[src/lslf_pkg.sv]
// Shared types, codes and defaults for the least-squares line fit core.
package lslf_pkg;

    localparam int DEF_MAX_PAIRS   = 4096;
    localparam int DEF_SAMPLE_BITS = 16;
    localparam int SQRT_BITS       = 15;

    typedef struct packed {
        logic signed [15:0] x_sample;
        logic signed [15:0] y_sample;
        logic               last_pair;
    } lslf_in_t;

    typedef struct packed {
        logic signed [47:0] slope_q16;
        logic signed [47:0] intercept_q16;
        logic signed [15:0] correlation_q14;
        logic               fit_ok;
    } lslf_out_t;

    // Operand sources of the shared multiplier.
    typedef enum logic [3:0] {
        SRC_N, SRC_SX, SRC_SY, SRC_SXX, SRC_SYY, SRC_SXY,
        SRC_DXX, SRC_DYY, SRC_DXY, SRC_P, SRC_TT
    } lslf_src_t;

    // Destinations of a finished product.
    typedef enum logic [2:0] {
        DST_NONE, DST_DXX, DST_DYY, DST_DXY, DST_ANUM, DST_P, DST_RHS
    } lslf_dst_t;

    typedef struct packed {
        logic      acc;
        logic      clr;
        logic      mul_go;
        lslf_src_t mul_a;
        lslf_src_t mul_b;
        logic      mul_sub;
        lslf_dst_t mul_dst;
        logic      div_go;
        logic      div_icpt;
        logic      rhs_shift;
        logic      sqrt_init;
        logic      sqrt_step;
        logic      corr_one;
        logic      out_load;
        logic      out_fit;
    } lslf_cmd_t;

    typedef struct packed {
        logic mul_done;
        logic div_done;
        logic dxx_pos;
        logic dyy_zero;
        logic sqrt_last;
        logic out_free;
    } lslf_sts_t;

endpackage

[src/lslf_ctrl.sv]
// Controller: sequences accumulation, the final multiplies, divides and root search.
module lslf_ctrl import lslf_pkg::*; (
    input  logic      aclk,
    input  logic      aresetn,
    input  logic      s_valid,
    input  logic      s_last,
    output logic      s_ready,
    input  lslf_sts_t sts,
    output lslf_cmd_t cmd
);

    typedef enum logic [4:0] {
        ST_ACC, ST_M1, ST_M2, ST_M3, ST_M4, ST_M5, ST_M6, ST_M7, ST_M8,
        ST_CHK, ST_D1, ST_D2, ST_CK, ST_M9, ST_M10, ST_SH, ST_SQ, ST_STEP, ST_OUT
    } state_t;

    state_t state_reg;
    logic   launched_reg, fit_reg;
    logic   is_mul, is_div;

    always_comb begin
        cmd     = '0;
        is_mul  = 1'b0;
        is_div  = 1'b0;
        s_ready = 1'b0;
        unique case (state_reg)
            ST_ACC: begin
                s_ready = 1'b1;
                cmd.acc = s_valid;
            end
            ST_M1: begin
                is_mul = 1'b1; cmd.mul_a = SRC_N;  cmd.mul_b = SRC_SXX; cmd.mul_dst = DST_DXX;
            end
            ST_M2: begin
                is_mul = 1'b1; cmd.mul_a = SRC_SX; cmd.mul_b = SRC_SX;  cmd.mul_dst = DST_DXX;
                cmd.mul_sub = 1'b1;
            end
            ST_M3: begin
                is_mul = 1'b1; cmd.mul_a = SRC_N;  cmd.mul_b = SRC_SYY; cmd.mul_dst = DST_DYY;
            end
            ST_M4: begin
                is_mul = 1'b1; cmd.mul_a = SRC_SY; cmd.mul_b = SRC_SY;  cmd.mul_dst = DST_DYY;
                cmd.mul_sub = 1'b1;
            end
            ST_M5: begin
                is_mul = 1'b1; cmd.mul_a = SRC_N;  cmd.mul_b = SRC_SXY; cmd.mul_dst = DST_DXY;
            end
            ST_M6: begin
                is_mul = 1'b1; cmd.mul_a = SRC_SX; cmd.mul_b = SRC_SY;  cmd.mul_dst = DST_DXY;
                cmd.mul_sub = 1'b1;
            end
            ST_M7: begin
                is_mul = 1'b1; cmd.mul_a = SRC_SY; cmd.mul_b = SRC_SXX; cmd.mul_dst = DST_ANUM;
            end
            ST_M8: begin
                is_mul = 1'b1; cmd.mul_a = SRC_SX; cmd.mul_b = SRC_SXY; cmd.mul_dst = DST_ANUM;
                cmd.mul_sub = 1'b1;
            end
            ST_CHK: begin
            end
            ST_D1: begin
                is_div = 1'b1;
            end
            ST_D2: begin
                is_div = 1'b1; cmd.div_icpt = 1'b1;
            end
            ST_CK: begin
                cmd.corr_one = sts.dyy_zero;
            end
            ST_M9: begin
                is_mul = 1'b1; cmd.mul_a = SRC_DXX; cmd.mul_b = SRC_DYY; cmd.mul_dst = DST_P;
            end
            ST_M10: begin
                is_mul = 1'b1; cmd.mul_a = SRC_DXY; cmd.mul_b = SRC_DXY; cmd.mul_dst = DST_RHS;
            end
            ST_SH: begin
                cmd.rhs_shift = 1'b1;
                cmd.sqrt_init = 1'b1;
            end
            ST_SQ: begin
                is_mul = 1'b1; cmd.mul_a = SRC_TT; cmd.mul_b = SRC_P; cmd.mul_dst = DST_NONE;
            end
            ST_STEP: begin
                cmd.sqrt_step = 1'b1;
            end
            ST_OUT: begin
                cmd.out_load = sts.out_free;
                cmd.clr      = sts.out_free;
                cmd.out_fit  = fit_reg;
            end
            default: begin
            end
        endcase
        cmd.mul_go = is_mul && !launched_reg;
        cmd.div_go = is_div && !launched_reg;
    end

    always_ff @(posedge aclk) begin
        if (!aresetn) begin
            state_reg    <= ST_ACC;
            launched_reg <= 1'b0;
            fit_reg      <= 1'b0;
        end else begin
            if (is_mul || is_div) begin
                if (!launched_reg) begin
                    launched_reg <= 1'b1;
                end else if ((is_mul && sts.mul_done) || (is_div && sts.div_done)) begin
                    launched_reg <= 1'b0;
                    unique case (state_reg)
                        ST_M1:   state_reg <= ST_M2;
                        ST_M2:   state_reg <= ST_M3;
                        ST_M3:   state_reg <= ST_M4;
                        ST_M4:   state_reg <= ST_M5;
                        ST_M5:   state_reg <= ST_M6;
                        ST_M6:   state_reg <= ST_M7;
                        ST_M7:   state_reg <= ST_M8;
                        ST_M8:   state_reg <= ST_CHK;
                        ST_D1:   state_reg <= ST_D2;
                        ST_D2:   state_reg <= ST_CK;
                        ST_M9:   state_reg <= ST_M10;
                        ST_M10:  state_reg <= ST_SH;
                        ST_SQ:   state_reg <= ST_STEP;
                        default: state_reg <= ST_ACC;
                    endcase
                end
            end else begin
                unique case (state_reg)
                    ST_ACC: begin
                        if (s_valid && s_last) begin
                            state_reg <= ST_M1;
                        end
                    end
                    ST_CHK: begin
                        fit_reg   <= sts.dxx_pos;
                        state_reg <= sts.dxx_pos ? ST_D1 : ST_OUT;
                    end
                    ST_CK: begin
                        state_reg <= sts.dyy_zero ? ST_OUT : ST_M9;
                    end
                    ST_SH: begin
                        state_reg <= ST_SQ;
                    end
                    ST_STEP: begin
                        state_reg <= sts.sqrt_last ? ST_OUT : ST_SQ;
                    end
                    ST_OUT: begin
                        if (sts.out_free) begin
                            state_reg <= ST_ACC;
                        end
                    end
                    default: state_reg <= ST_ACC;
                endcase
            end
        end
    end

endmodule

[config.mk]
export PLATFORM = sky130hd
export DESIGN_NAME = lslf_ctrl
export DESIGN_NICKNAME = d
export VERILOG_FILES = /design/src/lslf_pkg.sv /design/src/lslf_ctrl.sv
export SDC_FILE = /design/constraint.sdc
export NUM_CORES = 1
export LEC_CHECK = 0
export ABC_AREA = 1
export BUFFER_PORTS_ARGS = -buffer_cell sky130_fd_sc_hd__buf_4
export CAP_MARGIN = 20
export CORE_MARGIN = 2
export CORE_UTILIZATION = 25
export CTS_CLUSTER_SIZE = 10
export DETAILED_ROUTE_END_ITERATION = 12
export GPL_TIMING_DRIVEN = 0
export PLACE_DENSITY_LB_ADDON = 0.12
export SLEW_MARGIN = 5
export SYNTH_ARGS = -nofsm -noshare
export SYNTH_HDL_FRONTEND = slang
export SYNTH_SLANG_ARGS = --single-unit
[constraint.sdc]
create_clock -name aclk -period 3.9 [get_ports aclk]
set_clock_uncertainty 0.1 [all_clocks]
set_input_delay 0.39 -clock aclk [delete_from_list [all_inputs] [get_ports aclk]]
set_output_delay 0.39 -clock aclk [all_outputs]
set_load 0.005 [all_outputs]
==> results.yml <==
power_and_ir_drop:
  p_comb_frac: 0.718
  leakagePower_uw: 0.000831
  vdd_ir_drop_max_mv: 0.310
  switchingPower_uw: 616
  switching_share: 0.513
  seqPwrFrac: 0.170
  pwr-share-clk: 0.112
  p_per_area_nw_per_um2: 793
  internal_power_uw: 585
timing:
  fin_crit_sh: 0.733
  setup_violations: 0
  slew_viol_final: 0
  timing.fmax_mhz: 350
  min_period_ns: 2.86
  rsz0062_at_grt: "no"
  max_slew_margin: 0.695
  finalHoldViolCount: 0
  fin_ws_ns: 1.04
  fin_setup_tns_ns: 0
  tightest_slew_ns: 0.455
die:
  rows: 24
  die_h_microns: 71.7
  design.portCount: 34
  initial_core_util: 0.261
  coreArea_sq_um: 4380
  die_w_microns: 71.7
  die_area_sq_um: 5140
cts:
  cts_root_buf: "clkbuf_8"
  clk_pin_slew_worst_paths_ns: 0.05
  tritoncts: "done"
  cts_resized: 0
  h-tree-depth: 1
  cts_hold_buf: 0
  cts_sinks: 12
  clockBufferDepth: 2
  clk_latency_ns: 0.24
  cts_setup_buffers: 0
  cts_buffers: 3
final_layout:
  design_area_sq_um: 1510
  multi_input_area_sq_um: 756
  regArea_sq_um: 240
  nFillCells: 512
  layoutNonFillerInstCount: 278
  drive_above_1_share: 0.310
  antenna_cells: 0
  nets: 242
  syn2layout_area_growth_pct: 32.1
synthesis:
  synth_area_leaders: "dfxtp_1 21%, nand2_1 14%, nor2_1 9.2%"
  synth_cells: 189
  ys_ff_latch: 12
  synth_area_leader_cell: "dfxtp_1"
  ys_seq_area_frac: 0.210
  synth.most_common_cell: "nand2_1"
  synth.avg_cell_area_sq_um: 6.06
  async_flop_share: 0
  synth_top_area_share: 0.210
  netlist_top_cells_count: "44 x nand2_1, 28 x nor2_1, 26 x inv_1, 17 x nand3_1, 12 x dfxtp_1"
  syn_area_sq_um: 1150
  synth_cell_type_count: 29
  syn_nets: 204
  synth_warnings: 0
  synth_ff_type: "dfxtp_1"
  synth_edf_count: 0
detailed_routing:
  drc: 0
  antenna_left: 0
  first_pass_iters: 4
  routedWlPerCell_microns: 11.4
  viasPerCell: 4.51
  initialDrtViolationCount: 49
  vias: 1255
  wl_mm: 3.17
placement:
  place_ws_ns: 0.987
  place_congestion: 0.796
  placed_cells: 274
  dp.final_hpwl_mm: 2.65
  numPortBuffers: 33
  dpl_cell_area_sq_um: 1460
hold_path:
  holdPathStages: 2
  hold_path.class: "flop to flop"
critical_path:
  reg2regPathDepth: 14
  critical_path_cell_count: 14
  cp.arrival_ns: 2.92
  crit_chain: "inv_2, nand2_1, nor2_4, nor2_4, nand3_4, nand3_1, nand2_1, nor2_4, nor2_1, nor3_2, ha_1, o21ai_1, nand2_1, a21oi_1"
  worstSetupEndpointType: "flop"
  cp_slowest_cell: "dfxtp_1"
  cpPeakStageDelay_ns: 0.48
  cp_max_fo: 7
  critPathKind: "flop to flop"
  critical_path_buf_inv_count: 1
  critPathTopFamily: "simple AND/OR/NAND/NOR gates"
  startpoint_type: "flop"
  cp.required_ns: 3.96
flow_run:
  maxCapViolCount: 0
global_route:
  antenna_found_initial: 0
  grt_pass1_wl_mm: 5.57
  grt_pass1_vias: 1261
  grt_use_total: 0.135
  overflow: 0
  grt_max_degree: 10
status:
  status: "finished clean"
## worst register-to-register path: stages (launching register included)
cell and delay, ns:
dfxtp_1 0.48, inv_2 0.09, nand2_1 0.21, nor2_4 0.10, nor2_4 0.17, nand3_4 0.14, nand3_1 0.11, nand2_1 0.09
nor2_4 0.18, nor2_1 0.09, nor3_2 0.36, ha_1 0.31, o21ai_1 0.13, nand2_1 0.06, a21oi_1 0.17
## cell usage in the layout (no fill, tap or decap), types with 2 or more instances in the layout
| cell type | netlist | layout |
|---|---|---|
| nand2_1 | 44 | 44 |
| buf_4 | 3 | 36 |
| nor2_1 | 28 | 28 |
| inv_1 | 26 | 26 |
| nand3_1 | 17 | 17 |
| dfxtp_1 | 12 | 12 |
| inv_2 | 8 | 8 |
| nor2_4 | 7 | 7 |
| ha_1 | 5 | 5 |
| nand2_2 | 4 | 4 |
| nor2_2 | 4 | 4 |
| nor3_1 | 4 | 4 |
| a21oi_1 | 4 | 4 |
| clkbuf_8 | 0 | 4 |
| o21ai_0 | 3 | 3 |
| o21ai_1 | 3 | 3 |
| nand3_2 | 2 | 2 |
| nand4_1 | 2 | 2 |
| nor4_1 | 2 | 2 |
## power groups by stage
stage	Clock (uW)	Combinational, uW	Sequential [uW]
3_3_place_gp	0	876	208
4_1_cts	138	872	204
5_1_grt	143	995	210
2_1_floorplan	0	625	196
6_report	134	863	204
3_5_place_dp	0	869	206
## final timing paths
kind         slack [ns]       to          from
max                1.04     flop  state_reg[1]
min                0.38  fit_reg       fit_reg
max reg2reg        1.04     flop  state_reg[1]
min reg2reg        0.38  fit_reg       fit_reg
## layout make-up
class                   count  area share
multi-input cells         140       0.499
repair buffers             33       0.164
flip-flops and latches     12       0.159
inverters                  34      0.0843
well taps                  52      0.0430
clock buffers               4      0.0364
plain buffers               3      0.0149
## stage by stage
stage          power (uW)   util  hold slack [ns]
6_report             1200  0.345            0.382
2_1_floorplan         821      -            0.344
4_1_cts              1210  0.345            0.388
3_3_place_gp         1080  0.333            0.387
5_1_grt              1350  0.345            0.409
3_5_place_dp         1080  0.333            0.380
## metal layers
metal,track usage,vias to the layer above,routed length (microns),part of all wire
li1,-,674,-,-
met2,0.233,41,1470,0.46
met3,0.0239,6,202,0.064
met4,0.0482,0,51,0.016
met5,0,-,0,0
met1,0.169,534,1450,0.46
## cell families (layout without fill, tap and decap cells)
family          count (synthesis)  after routing  share of synthesized area
compound gates                 16             16                     0.0852
fa+ha+maj                       5              5                     0.0546
buf+inv                        37             74                      0.131
flops                          12             12                      0.210
simple gates                  119            119                      0.520
Note: power is estimated with default switching activity, not from simulation.
